--- src/hdl/smheb_pkg.sv ---
`default_nettype none
package smheb_pkg;

   localparam int MAX_COLUMNS_DEF = 1024;
   localparam int MAX_TERMS_DEF   = 5;
   localparam int MAX_ROWS        = 1023;
   localparam int SLOPE_W         = 16;
   localparam int WEIGHT_W        = 16;
   localparam int IDX_W           = 21;
   localparam int COEF_W          = 18;
   localparam int COLS_W          = 11;
   localparam int ROWS_W          = 10;
   localparam int CSR_IDX_W       = 2;
   localparam int REQ_DATA_W      = 48;
   localparam int RSP_DATA_W      = 64;
   localparam int ONE_Q16         = 65536;

   localparam logic [CSR_IDX_W-1:0] CSR_PIXEL_COLUMNS = 2'd0;
   localparam logic [CSR_IDX_W-1:0] CSR_PIXEL_ROWS    = 2'd1;
   localparam logic [CSR_IDX_W-1:0] CSR_USE_WEIGHTS   = 2'd2;

   typedef struct packed {
      logic signed [SLOPE_W-1:0] sx;
      logic signed [SLOPE_W-1:0] sy;
      logic [WEIGHT_W-1:0]       w;
   } pixel_type;

   typedef struct packed {
      logic [IDX_W-1:0] self_idx;
      logic [IDX_W-1:0] stride;
      logic [3:0]       ex;
      pixel_type [3:0]  px;
   } vertex_type;

   typedef struct packed {
      logic valid;
      logic ready;
   } hs_type;

endpackage
`default_nettype wire

--- src/hdl/smheb_queue.sv ---
`default_nettype none
module smheb_queue import smheb_pkg::*; (
   input  wire logic       clock,
   input  wire logic       reset,
   input  wire logic       push_valid,
   output logic            push_ready,
   input  vertex_type      push_data,
   output logic            pop_valid,
   input  wire logic       pop_ready,
   output vertex_type      pop_data
);

   vertex_type slot_ff [2];
   logic wr_ff, wr_in, rd_ff, rd_in;
   logic [1:0] count_ff, count_in;
   logic push, pop;

   assign push_ready = (count_ff != 2'd2);
   assign pop_valid  = (count_ff != 2'd0);
   assign push       = push_valid & push_ready;
   assign pop        = pop_valid & pop_ready;
   assign pop_data   = slot_ff[rd_ff];

   always_comb begin
      wr_in    = push ? ~wr_ff : wr_ff;
      rd_in    = pop ? ~rd_ff : rd_ff;
      count_in = count_ff + {1'b0, push} - {1'b0, pop};
   end

   always_ff @(posedge clock) begin
      if (reset) begin
         wr_ff    <= 1'b0;
         rd_ff    <= 1'b0;
         count_ff <= '0;
      end else begin
         wr_ff    <= wr_in;
         rd_ff    <= rd_in;
         count_ff <= count_in;
      end
   end

   always_ff @(posedge clock) begin
      if (push) slot_ff[wr_ff] <= push_data;
   end

endmodule
`default_nettype wire

--- config.mk ---
export PLATFORM = sky130hd
export DESIGN_NAME = smheb_queue
export DESIGN_NICKNAME = d
export VERILOG_FILES = /design/src/hdl/smheb_pkg.sv /design/src/hdl/smheb_queue.sv
export SDC_FILE = /design/constraint.sdc
export NUM_CORES = 1
export LEC_CHECK = 0
export ABC_AREA = 0
export BUFFER_PORTS_ARGS = -buffer_cell sky130_fd_sc_hd__buf_2
export CAP_MARGIN = 25
export CORE_UTILIZATION = 25
export DETAILED_ROUTE_END_ITERATION = 10
export GPL_ROUTABILITY_DRIVEN = 0
export PLACE_DENSITY = 0.41
export SYNTH_ARGS = -nofsm -noshare
export SYNTH_HDL_FRONTEND = slang
export SYNTH_SLANG_ARGS = --single-unit
--- constraint.sdc ---
create_clock -name clock -period 13.3 [get_ports clock]
set_input_delay 0.665 -clock clock [delete_from_list [all_inputs] [get_ports clock]]
set_output_delay 0.665 -clock clock [all_outputs]
set_load 0.05 [all_outputs]
==> summary.md <==
| Metric | Value |
|---|---|
| Slowest-stage cell, CP | `dfxtp_4` |
| CP Buf/Inv Count | `3` |
| Worst rel slew slack | `24.2%` |
| Routed WL per cell | `19.5 µm` |
| Seq/Total Area, Yosys | `82.3%` |
| Top delay family on crit path | `buffers and inverters` |
| Via count | `9048` |
| Final period util | `33.6%` |
| Slew Viols, Final | `0` |
| First DRT Iteration DRCs | `328` |
| Sink Count | `481` |
| FF-to-FF path depth | `5` |
| Crit start category | `flip-flop` |
| Io pins | `482` |
| Worst-Margin Slew | `1140 ps` |
| Crit path to | `pop_data[10]` |
| Worst-path clk slew | `60 ps` |
| Synth top area share | `81.7%` |
| Commonest non-fill, non-tap cell in the layout | `buf_2` |
| Yosys top cell by area | `edfxtp_1` |
| Die Y | `266 µm` |
| Net Count, Synth | `1008` |
| Distinct cell type count after synthesis | `16` |
| Mapped Avg Cell Area | `22.9 µm²` |
| Yosys warns | `0` |
| Port bufs | `481` |
| Core area | `68900 µm²` |
| Post-Syn Area | `17500 µm²` |
| Worst vdd ir | `0.0993 mV` |
| Fillers | `6860` |
| CTS tree | `built` |
| CP Max Fanout | `66` |
| Chip width | `266 µm` |
| Fmax achieved | `0.224 GHz` |
| CP Cell Sequence | `buf_4, buf_4, mux2_2, buf_2` |
| Final Hold Violating Endpoints | `0` |
| Clock skew | `16.3 ps` |
| WS Path Type | `flip-flop to output port` |
| Met1 wire length | `17200 µm` |
| DPL Wire Length | `29300 µm` |
| Post-CTS sizing | `0` |
| GR Overflow Total | `0` |
| TritonCTS buffer count | `53` |
| Final Net Count | `1527` |
| Pleak | `8.16 nW` |
| First-pass DRT Iterations | `4` |
| Reg-to-Reg End | `slot_ff[0][161]` |
| Htree depth | `2` |
| PD cells | `220 nW/µm²` |
| Top post-synthesis cells by area | `edfxtp_1 (82%), mux2_2 (15%), buf_6 (1.6%)` |
| Reg2Reg Setup Slack | `9610 ps` |
| CP peak stage delay | `960 ps` |
| Critical path depth | `4` |
| First-pass GRT wire length | `62400 µm` |
| Setup TNS | `0 ps` |
| Initial antenna violation count | `8` |
| Die ar. | `71000 µm²` |
| Most frequent cells in the layout | `buf_2 (481), edfxtp_1 (476), mux2_2 (239)` |
| Min-delay worst type | `input port to flip-flop` |
| Area grow syn2layout | `28.7%` |
| Vias in the first global route | `9545` |
| Post-route ant nets | `0` |
| Outcome | `finished clean` |
| Synth Instances | `764` |
| Vias/cell | `4.01` |
| Ratio of cells with drive above 1 in the final layout | `60.3%` |
| Skew-Pair Late Insertion Delay | `580 ps` |
| Most frequent CP cell | `buf_4` |
| Residual DRC count | `0` |
| Initial Utilization | `25.4%` |
| Min Tclk post-route | `4460 ps` |
| CP endpoint kind | `output port` |
| DR top layer | `met5` |
| Post-CTS setup repair buffer count | `0` |
| # Max-Cap Violations | `0` |
| Root Buffer Master | `clkbuf_16` |
| Metal2 WL | `22400 µm` |
| # rows | `96` |
| Final Setup Violations | `0` |
| Crit path DAT | `3800 ps` |
| Total GRT Usage | `11.9%` |
| Met3 routed WL | `3260 µm` |
| DP Area | `20900 µm²` |
| Required @ worst endpoint | `12640 ps` |
| Max clock buf depth | `3` |
| Finished layout cell area | `22500 µm²` |
| Number of synthesized register bits | `481` |
| Post-Route WL | `44000 µm` |
| Largest net degree at the start of global routing | `149` |
| RSZ-0062 raised after global routing | `no` |
| Hold_sp | `push_data[44]` |
| Hold-fix buffers, CTS | `0` |
| Worst reg2reg path startpoint | `count_ff[0]` |
state kept, by name, summed over array words and instances (netlist names), named ones only:
register	flops
count_ff	2
rd_ff	1
slot_ff	476
wr_ff	1
cell families (layout without fill, tap and decap cells):
group / count (synthesis) / after routing / synth area share (%)
compound gates: 1 / 1 / 0.0429
xor+xnor: 3 / 3 / 0.150
fa+ha+maj: 2 / 2 / 0.143
buf+inv: 27 / 588 / 1.66
flops: 481 / 481 / 82.3
mux: 239 / 239 / 15.4
other cells: 0 / 3 / 0
simple gates: 11 / 11 / 0.308
area by class of cell:
class | instances | area [µm²] | share of cell area (%)
Tap cell | 931 | 1160 | 5.17
Sequential cell | 481 | 14400 | 64.0
Antenna cell | 3 | 7.51 | 0.0333
Inverter | 1 | 3.75 | 0.0167
Timing Repair Buffer | 490 | 2510 | 11.1
Multi-Input combinational cell | 256 | 2820 | 12.5
Clock buffer | 68 | 1380 | 6.14
Clock inverter | 29 | 233 | 1.03
synthesized netlist by cell type:
cell type	number
xor2_1	1
inv_1	1
or2_2	1
and3_1	1
xnor2_1	2
buf_2	1
nand2_1	1
nand2b_1	1
dfxtp_1	5
nor2b_1	2
mux2_2	239
buf_6	25
ha_1	2
nor2_1	5
o21a_1	1
edfxtp_1	476
routing by layer:
metal  GRT usage (%)  up-vias
li1                -     4108
met1            13.8     4573
met2            20.5      277
met3            3.98       80
met4            4.22       10
met5               0        -
stage by stage:
| step | power (mW) | instances | util [%] | hold slack [ps] | worst slack [ps] |
|---|---|---|---|---|---|
| after floorplan | 3.33 | 764 | - | 481 | 1590 |
| after global placement | 3.65 | 2158 | 30.3 | 496 | 9340 |
| after detailed placement | 3.65 | 2159 | 30.3 | 505 | 9240 |
| after CTS | 5.06 | 2256 | 32.6 | 206 | 8570 |
| after global routing | 5.17 | 2258 | 32.6 | 221 | 8490 |
| final | 4.96 | 2259 | 32.7 | 269 | 8840 |
worst min path at each step:
| stage | end | slack (ps) | cells past startpoint |
|---|---|---|---|
| after floorplan | flip-flop | 480 | 2 |
| after global placement | rd_ff | 500 | 2 |
| after detailed placement | flip-flop | 510 | 2 |
| after CTS | slot_ff[1][159] | 210 | 1 |
| after global routing | slot_ff[0][41] | 220 | 1 |
| final | slot_ff[1][44] | 270 | 1 |
worst register-to-register path: stages (launching register included):
cell and delay, ps:
dfxtp_1 360, nand2b_1 160, nand2_1 140, nor2_4 730, buf_12 610, buf_4 1240
power breakdown:
part	switching (mW)	leakage (nW)	total, mW	internal, mW
Sequential	0.0704	4.49	1.98	1.91
Combinational	1.19	2.88	1.61	0.418
Clock	0.571	0.789	1.38	0.806
Note: power is estimated with default switching activity, not from simulation.
