===== config.mk =====
export PLATFORM = sky130hd
export DESIGN_NAME = smheb_back
export DESIGN_NICKNAME = d
export VERILOG_FILES = /design/src/hdl/smheb_pkg.sv /design/src/hdl/smheb_back.sv
export SDC_FILE = /design/constraint.sdc
export NUM_CORES = 2
export LEC_CHECK = 0
export BUFFER_PORTS_ARGS = -buffer_cell sky130_fd_sc_hd__buf_2
export CAP_MARGIN = 20
export CORE_ASPECT_RATIO = 1.25
export CORE_MARGIN = 10
export CORE_UTILIZATION = 35
export CTS_CLUSTER_SIZE = 25
export DETAILED_ROUTE_END_ITERATION = 12
export MAX_ROUTING_LAYER = met4
export PLACE_DENSITY = 0.51
export SLEW_MARGIN = 25
export SYNTH_ARGS = -nofsm -noshare
export SYNTH_HDL_FRONTEND = slang
export SYNTH_SLANG_ARGS = --single-unit

===== constraint.sdc =====
create_clock -name clock -period 22.3 [get_ports clock]
set_clock_uncertainty 0.05 [all_clocks]
set_input_delay 1.115 -clock clock [delete_from_list [all_inputs] [get_ports clock]]
set_output_delay 1.115 -clock clock [all_outputs]
set_load 0.02 [all_outputs]

===== src/hdl/smheb_pkg.sv =====
`default_nettype none
package smheb_pkg;

   localparam int MAX_COLUMNS_DEF = 1024;
   localparam int MAX_TERMS_DEF   = 5;
   localparam int MAX_ROWS        = 1023;
   localparam int SLOPE_W         = 16;
   localparam int WEIGHT_W        = 16;
   localparam int IDX_W           = 21;
   localparam int COEF_W          = 18;
   localparam int COLS_W          = 11;
   localparam int ROWS_W          = 10;
   localparam int CSR_IDX_W       = 2;
   localparam int REQ_DATA_W      = 48;
   localparam int RSP_DATA_W      = 64;
   localparam int ONE_Q16         = 65536;

   localparam logic [CSR_IDX_W-1:0] CSR_PIXEL_COLUMNS = 2'd0;
   localparam logic [CSR_IDX_W-1:0] CSR_PIXEL_ROWS    = 2'd1;
   localparam logic [CSR_IDX_W-1:0] CSR_USE_WEIGHTS   = 2'd2;

   typedef struct packed {
      logic signed [SLOPE_W-1:0] sx;
      logic signed [SLOPE_W-1:0] sy;
      logic [WEIGHT_W-1:0]       w;
   } pixel_type;

   typedef struct packed {
      logic [IDX_W-1:0] self_idx;
      logic [IDX_W-1:0] stride;
      logic [3:0]       ex;
      pixel_type [3:0]  px;
   } vertex_type;

   typedef struct packed {
      logic valid;
      logic ready;
   } hs_type;

endpackage
`default_nettype wire


===== src/hdl/smheb_back.sv =====
`default_nettype none
module smheb_back import smheb_pkg::*; (
   input  wire logic                  clock,
   input  wire logic                  reset,
   input  wire logic                  use_weights,
   input  wire logic                  pop_valid,
   output logic                       pop_ready,
   input  vertex_type                 pop_data,
   output logic                       rsp_tvalid,
   input  wire logic                  rsp_tready,
   output logic [RSP_DATA_W-1:0]      rsp_tdata,
   output logic                       rsp_tlast
);

   localparam int W_W   = WEIGHT_W + 1;
   localparam int WT_W  = W_W + 2;
   localparam int NUM_W = 38;
   localparam int DIV_W = 40;
   localparam int Q_W   = 17;
   localparam int BIT_W = 5;

   typedef enum logic [7:0] {
      B_IDLE = 8'b0000_0001,
      B_WT   = 8'b0000_0010,
      B_MUL  = 8'b0000_0100,
      B_RDIV = 8'b0000_1000,
      B_DIV  = 8'b0001_0000,
      B_SELF = 8'b0010_0000,
      B_SCAN = 8'b0100_0000,
      B_TERM = 8'b1000_0000
   } bstate_type;

   bstate_type state_ff, state_in;
   vertex_type rec_ff;
   logic [W_W-1:0] w_ff [4];
   logic [WT_W-1:0] wtot_ff;
   logic loose_ff, kind_rhs_ff, sat_ff;
   logic signed [NUM_W-1:0] num_ff;
   logic [DIV_W-1:0] rem_ff;
   logic [Q_W-1:0] q_ff;
   logic [BIT_W-1:0] bit_ff;
   logic [2:0] k_ff;
   logic signed [COEF_W-1:0] rhs_ff;
   logic out_valid_ff;
   logic [IDX_W-1:0] o_idx_ff;
   logic signed [COEF_W-1:0] o_coef_ff, o_rhs_ff;
   logic o_last_ff;

   logic [W_W-1:0] wraw [4];
   logic [WT_W-1:0] wsum, wcnt;
   logic [3:0] nz;
   logic [1:0] ki;
   pixel_type pk;
   logic signed [COEF_W-1:0] sx_e, sy_e, c;
   logic signed [2*COEF_W-1:0] prod;
   logic [NUM_W-1:0] mag;
   logic [DIV_W-1:0] vdiv, vshift, d_rhs, d_coef;
   logic ge, out_free, later;
   logic [Q_W-1:0] q_next, rq;
   logic [IDX_W-1:0] nbr;

   always_comb begin
      wsum = '0;
      wcnt = '0;
      for (int i = 0; i < 4; i++) begin
         wraw[i] = rec_ff.ex[i] ? (use_weights ? {1'b0, rec_ff.px[i].w} : W_W'(1)) : '0;
         wsum = wsum + WT_W'(wraw[i]);
         wcnt = wcnt + WT_W'(rec_ff.ex[i]);
      end
      for (int i = 0; i < 4; i++) nz[i] = (w_ff[i] != '0);
   end

   assign ki   = k_ff[1:0];
   assign pk   = rec_ff.px[ki];
   assign sx_e = COEF_W'(pk.sx);
   assign sy_e = COEF_W'(pk.sy);
   assign c    = (ki[0] ? sx_e : -sx_e) + (ki[1] ? sy_e : -sy_e);
   assign prod = $signed({1'b0, w_ff[ki]}) * c;
   assign mag  = (num_ff < 0) ? NUM_W'(-num_ff) : NUM_W'(num_ff);

   assign vdiv   = DIV_W'({wtot_ff, 1'b0});
   assign vshift = vdiv << bit_ff;
   assign ge     = (rem_ff >= vshift);
   assign q_next = q_ff | (Q_W'(ge) << bit_ff);
   assign d_rhs  = (DIV_W'(mag) << 1) + DIV_W'(wtot_ff);
   assign d_coef = (DIV_W'(w_ff[ki]) << Q_W) + DIV_W'(wtot_ff);

   assign out_free = !out_valid_ff || rsp_tready;
   assign later    = ((nz >> (k_ff + 3'd1)) == 4'd0);
   assign rq       = (sat_ff || q_ff > Q_W'(ONE_Q16)) ? Q_W'(ONE_Q16) : q_ff;

   always_comb begin
      unique case (ki)
         2'd0:    nbr = rec_ff.self_idx - rec_ff.stride - 1'b1;
         2'd1:    nbr = rec_ff.self_idx - rec_ff.stride + 1'b1;
         2'd2:    nbr = rec_ff.self_idx + rec_ff.stride - 1'b1;
         default: nbr = rec_ff.self_idx + rec_ff.stride + 1'b1;
      endcase
   end

   always_comb begin
      state_in = state_ff;
      unique case (state_ff)
         B_IDLE: if (pop_valid) state_in = B_WT;
         B_WT:   state_in = B_MUL;
         B_MUL:  if (loose_ff || k_ff == 3'd3) state_in = B_RDIV;
         B_RDIV: state_in = B_DIV;
         B_DIV:  if (bit_ff == '0) state_in = kind_rhs_ff ? B_SELF : B_TERM;
         B_SELF: if (out_free) state_in = B_SCAN;
         B_SCAN: begin
            if (k_ff == 3'd4) state_in = B_IDLE;
            else if (nz[ki]) state_in = B_DIV;
         end
         B_TERM: if (out_free) state_in = B_SCAN;
         default: state_in = B_IDLE;
      endcase
   end

   assign pop_ready = (state_ff == B_IDLE);

   always_ff @(posedge clock) begin
      if (reset) begin
         state_ff     <= B_IDLE;
         out_valid_ff <= 1'b0;
      end else begin
         state_ff <= state_in;
         if ((state_ff == B_SELF || state_ff == B_TERM) && out_free) out_valid_ff <= 1'b1;
         else if (rsp_tready) out_valid_ff <= 1'b0;
      end
   end

   always_ff @(posedge clock) begin
      unique case (state_ff)
         B_IDLE: if (pop_valid) rec_ff <= pop_data;
         B_WT: begin
            // zero total weight: every existing pixel counts once, rhs zero
            loose_ff <= (wsum == '0);
            wtot_ff  <= (wsum == '0) ? wcnt : wsum;
            for (int i = 0; i < 4; i++)
               w_ff[i] <= (wsum == '0) ? W_W'(rec_ff.ex[i]) : wraw[i];
            num_ff <= '0;
            k_ff   <= '0;
         end
         B_MUL: begin
            if (!loose_ff) num_ff <= num_ff - NUM_W'(prod);
            k_ff <= k_ff + 3'd1;
         end
         B_RDIV: begin
            rem_ff      <= d_rhs;
            sat_ff      <= (d_rhs >= (vdiv << Q_W));
            q_ff        <= '0;
            bit_ff      <= BIT_W'(Q_W - 1);
            kind_rhs_ff <= 1'b1;
         end
         B_DIV: begin
            if (ge) rem_ff <= rem_ff - vshift;
            q_ff <= q_next;
            if (bit_ff != '0) bit_ff <= bit_ff - 1'b1;
         end
         B_SELF: begin
            rhs_ff <= (num_ff < 0) ? -$signed({1'b0, rq}) : $signed({1'b0, rq});
            k_ff   <= '0;
            if (out_free) begin
               o_idx_ff  <= rec_ff.self_idx;
               o_coef_ff <= COEF_W'(ONE_Q16);
               o_last_ff <= (nz == 4'd0);
               o_rhs_ff  <= (nz == 4'd0) ? ((num_ff < 0) ? -$signed({1'b0, rq})
                                                        : $signed({1'b0, rq})) : '0;
            end
         end
         B_SCAN: begin
            if (k_ff != 3'd4) begin
               if (nz[ki]) begin
                  rem_ff      <= d_coef;
                  q_ff        <= '0;
                  bit_ff      <= BIT_W'(Q_W - 1);
                  kind_rhs_ff <= 1'b0;
               end else begin
                  k_ff <= k_ff + 3'd1;
               end
            end
         end
         B_TERM: begin
            if (out_free) begin
               o_idx_ff  <= nbr;
               o_coef_ff <= -$signed({1'b0, q_ff});
               o_last_ff <= later;
               o_rhs_ff  <= later ? rhs_ff : '0;
               k_ff      <= k_ff + 3'd1;
            end
         end
         default: ;
      endcase
   end

   assign rsp_tvalid = out_valid_ff;
   assign rsp_tlast  = o_last_ff;
   assign rsp_tdata  = {7'b0, o_rhs_ff, o_coef_ff, o_idx_ff};

endmodule
`default_nettype wire


==> metrics.md <==
| Metric | Value |
|---|---|
| Status | complete, no violations |
| Final period demand of the worst path | about 12 ns |
| CORE AREA | 125000 um^2 |
| Complex-gate fraction of the synthesized area | roughly an eighth |
| Fillcell total | roughly 12000 |
| Worst path arrival time | roughly 12 ns |
| Met3 wire length | 4920 um |
| WL/cell | about 21 um |
| Initial DRC Count | around 1700 |
| Cell area reported after detailed placement | around 48000 um^2 |
| Antenna-violating nets left | 0 |
| Class of the most critical setup path | reg2reg |
| Top-level port count | 310 |
| Proportion of synthesized area in mux cells | between 3 and 4% |
| Cell area after synthesis | about 44000 um^2 |
| Root buffer cell | sky130_fd_sc_hd__clkbuf_16 |
| Slew at the pin closest to its max-slew limit | ~1.2 ns |
| GR Util All Layers | a little under a fifth |
| Detailed Route WL | between 100000 and 150000 um |
| Antenna violations before repair | 2 |
| Mapped Avg Cell Area | a little over 10 um^2 |
| Sequential cell area fraction in the yosys report | roughly a third |
| DIE WIDTH | around 340 um |
| Critical Path Most Common Cell | sky130_fd_sc_hd__fa_1 |
| Critical path capture point type | flop |
| Count of max-cap constraint violations | 0 |
| Final cell utilization of the core | between 30% and 40% |
| Total of cells resized after clock tree synthesis | 0 |
| Fraction of layout cells with a size suffix above 1 | around 13% |
| Number of global-route vias before repair | 34800 |
| Fin cells | between 6000 and 7000 |
| Row count | about 150 |
| CTS H-tree depth | 2 |
| Final HPWL from detailed placement | around 110000 um |
| GRT overflow | 0 |
| Area growth from synthesis to final layout | 12.2% |
| Number of input and output port buffers inserted | approximately 300 |
| Sink Count | 513 |
| Net count reported at finish | around 5500 |
| Total Neg Setup Slack | 0 ns |
| Path category of the worst min-delay check | reg2reg |
| Fraction of synthesized cell area in xor and xnor cells | just under 6% |
| Area share of the leading cell type in the synthesized netlist | around a third |
| Routed wire length on met2 | around 65000 um |
| Simple-gate portion of the synthesized area | between 10% and 20% |
| Synthesized-area fraction occupied by adder cells | 23.2% |
| Length of routed wiring on met1 | 55400 um |
| Number of DRC violations after detailed routing | 0 |
| CP peak stage delay | ~0.67 ns |
| Cells taking the most area after synthesis | sky130_fd_sc_hd__edfxtp_1 (34%), sky130_fd_sc_hd__fa_1 (13%), sky130_fd_sc_hd__ha_1 (9.9%) |
| Placer Congestion | between 0.9 and 1 |
| Post-synthesis cell type with the largest combined area | sky130_fd_sc_hd__edfxtp_1 |
| Startpoint kind of the worst setup timing path | flop |
| Via-per-instance ratio | around 5.2 |
| Detailed Routing Iterations Pass 1 | 8 |
| Relative slew margins | 22.2% |
| Number of enable flip-flop cells after synthesis | 502 |
| Effective utilization at floorplan | between 30% and 40% |
| FF+latch count, synth | around 510 |
| Final count of hold timing violations | 0 |
| Synth warnings | 0 |
| Final number of max-transition violations | 0 |
| Global-route wire length before repair | 203000 um |
| Post-synth ARST share | 0% |
| Maximum number of pins on one net before global-route repair | slightly below 80 |
| Number of distinct library cell variants in the gate-level netlist after synthesis | 95 |
| Final cell area excluding filler cells | a little under 50000 um^2 |
| Number of buffers added to fix hold violations after cts | 0 |
| TritonCTS clock tree | done |
| Post CTS Setup Buffer Count | 0 |
| Buffer levels on the longest clock path | 3 |
| Commonest register cell after synthesis | sky130_fd_sc_hd__edfxtp_1 |
| Clock-pin slew on the worst setup and hold paths | ~0.060 ns |
| Final number of setup-violating endpoints | 0 |
| Vert. Die Dim | around 420 um |
| Cell with the largest stage delay on the worst path | sky130_fd_sc_hd__xor2_1 |
| Crit path max fanout | 35 |
| RSZ-0062 raised after global routing | no |
| Highest clock rate | ~85 MHz |
| Top layer used by detailed routing | met4 |
| Main combinational cell family by area after synthesis | adder cells |
| Mapped Cells | roughly 4400 |
| Crit share post-route | between 50% and 60% |
| Placed cell count | slightly above 6000 |
| Total die area | about 140000 um^2 |
| Critical path data required time | 22.61 ns |
| Number of buffers added by the clock tree synthesis step | 58 |
| Number of vias in the routed layout | ~33000 |
| Latest clock arrival within the worst-skew pair | roughly 0.70 ns |
[registers in the layout, summed over array words and instances, names as in the netlist, 21 cells and up, named ones only]
name / flops
rec_ff: 238
w_ff: 64
rem_ff: 40
num_ff: 38
o_idx_ff: 21
[Yosys cell counts (41+ instances only)]
cell type	n
sky130_fd_sc_hd__nor3_1	79
sky130_fd_sc_hd__nand2_1	362
sky130_fd_sc_hd__clkbuf_1	127
sky130_fd_sc_hd__fa_1	294
sky130_fd_sc_hd__nand2b_1	54
sky130_fd_sc_hd__o21a_1	43
sky130_fd_sc_hd__xor2_1	106
sky130_fd_sc_hd__mux2i_1	47
sky130_fd_sc_hd__and3_1	81
sky130_fd_sc_hd__inv_1	445
sky130_fd_sc_hd__edfxtp_1	502
sky130_fd_sc_hd__xnor2_1	194
sky130_fd_sc_hd__nor2_1	415
sky130_fd_sc_hd__a21o_1	85
sky130_fd_sc_hd__a21oi_1	210
sky130_fd_sc_hd__nor2b_1	98
sky130_fd_sc_hd__nand3_1	45
sky130_fd_sc_hd__nor4_1	41
sky130_fd_sc_hd__ha_1	351
sky130_fd_sc_hd__o21ai_0	164
[area by class of cell]
class / count / area, um^2 / area share, %
Antenna cell: 4 / 10.0 / 0.0202
Clock buffer: 67 / 1490 / 2.99
Clock inverter: 41 / 449 / 0.905
Inverter: 448 / 1680 / 3.39
Multi-Input combinational cell: 3254 / 26800 / 54.0
Sequential cell: 513 / 15300 / 30.8
Tap cell: 1617 / 2020 / 4.07
Timing Repair Buffer: 356 / 1920 / 3.86
[layout by cell type, fill, tap and decap left out, drive strengths merged, types with 47 or more instances in the layout]
cell and instances:
xnor2 194, nor2 415, inv 450, nor2b 98
a21o 86, buf 356, nand2 362, nand2b 54
ha 351, clkbuf 67, o21ai 170, a21oi 210
xor2 106, mux2i 47, and3 81, fa 294
edfxtp 502, nor3 80
[worst max-delay path: cells and delay by family (launching register included)]
family | cells | cell delay (ns)
AND/OR/NAND/NOR | 7 | 0.89
AO/OA/AOI/OAI | 13 | 3.41
adder cells (fa/ha/maj) | 10 | 4.57
flip-flops | 1 | 0.35
XOR/XNOR | 2 | 0.80
buffers and inverters | 6 | 0.75
multiplexers | 1 | 0.60
[path summary, 6_finish.rpt]
path / startpoint / to / slack (ns) / depth (start not counted)
worst max register to register: k_ff[0] / num_ff[36] / 10.51 / 39
worst max-delay path: k_ff[0] / num_ff[36] / 10.51 / 39
worst min register to register: rhs_ff[12] / o_rhs_ff[12] / 0.50 / 1
worst min-delay path: rhs_ff[12] / o_rhs_ff[12] / 0.50 / 1
[cell families after synthesis]
kind of cell / count (synthesis)
AOI/OAI and AO/OA: 827
xor gates and xnor gates: 300
adders and majority gates: 645
buffers and inverters: 609
DFF: 513
muxes: 109
other: 1
and+or+nand+nor: 1366
[metal layers]
layer  track usage (%)  vias to the layer above
li1                  -                    15900
met1              22.6                    16100
met2              32.8                      787
met3              1.97                      219
met4              6.51                        0
met5                 -                        -
[metrics by stage]
step                      worst slack [ns]  hold WS, ns
after global routing                  9.55        0.504
after CTS                            10.20        0.490
after global placement               10.48        0.476
after floorplan                      11.39        0.452
after detailed placement             10.29        0.477
final                                10.51        0.495
Power is not shown: default switching activity piles up to over one toggle a cycle in this logic, so the estimate is an artifact.
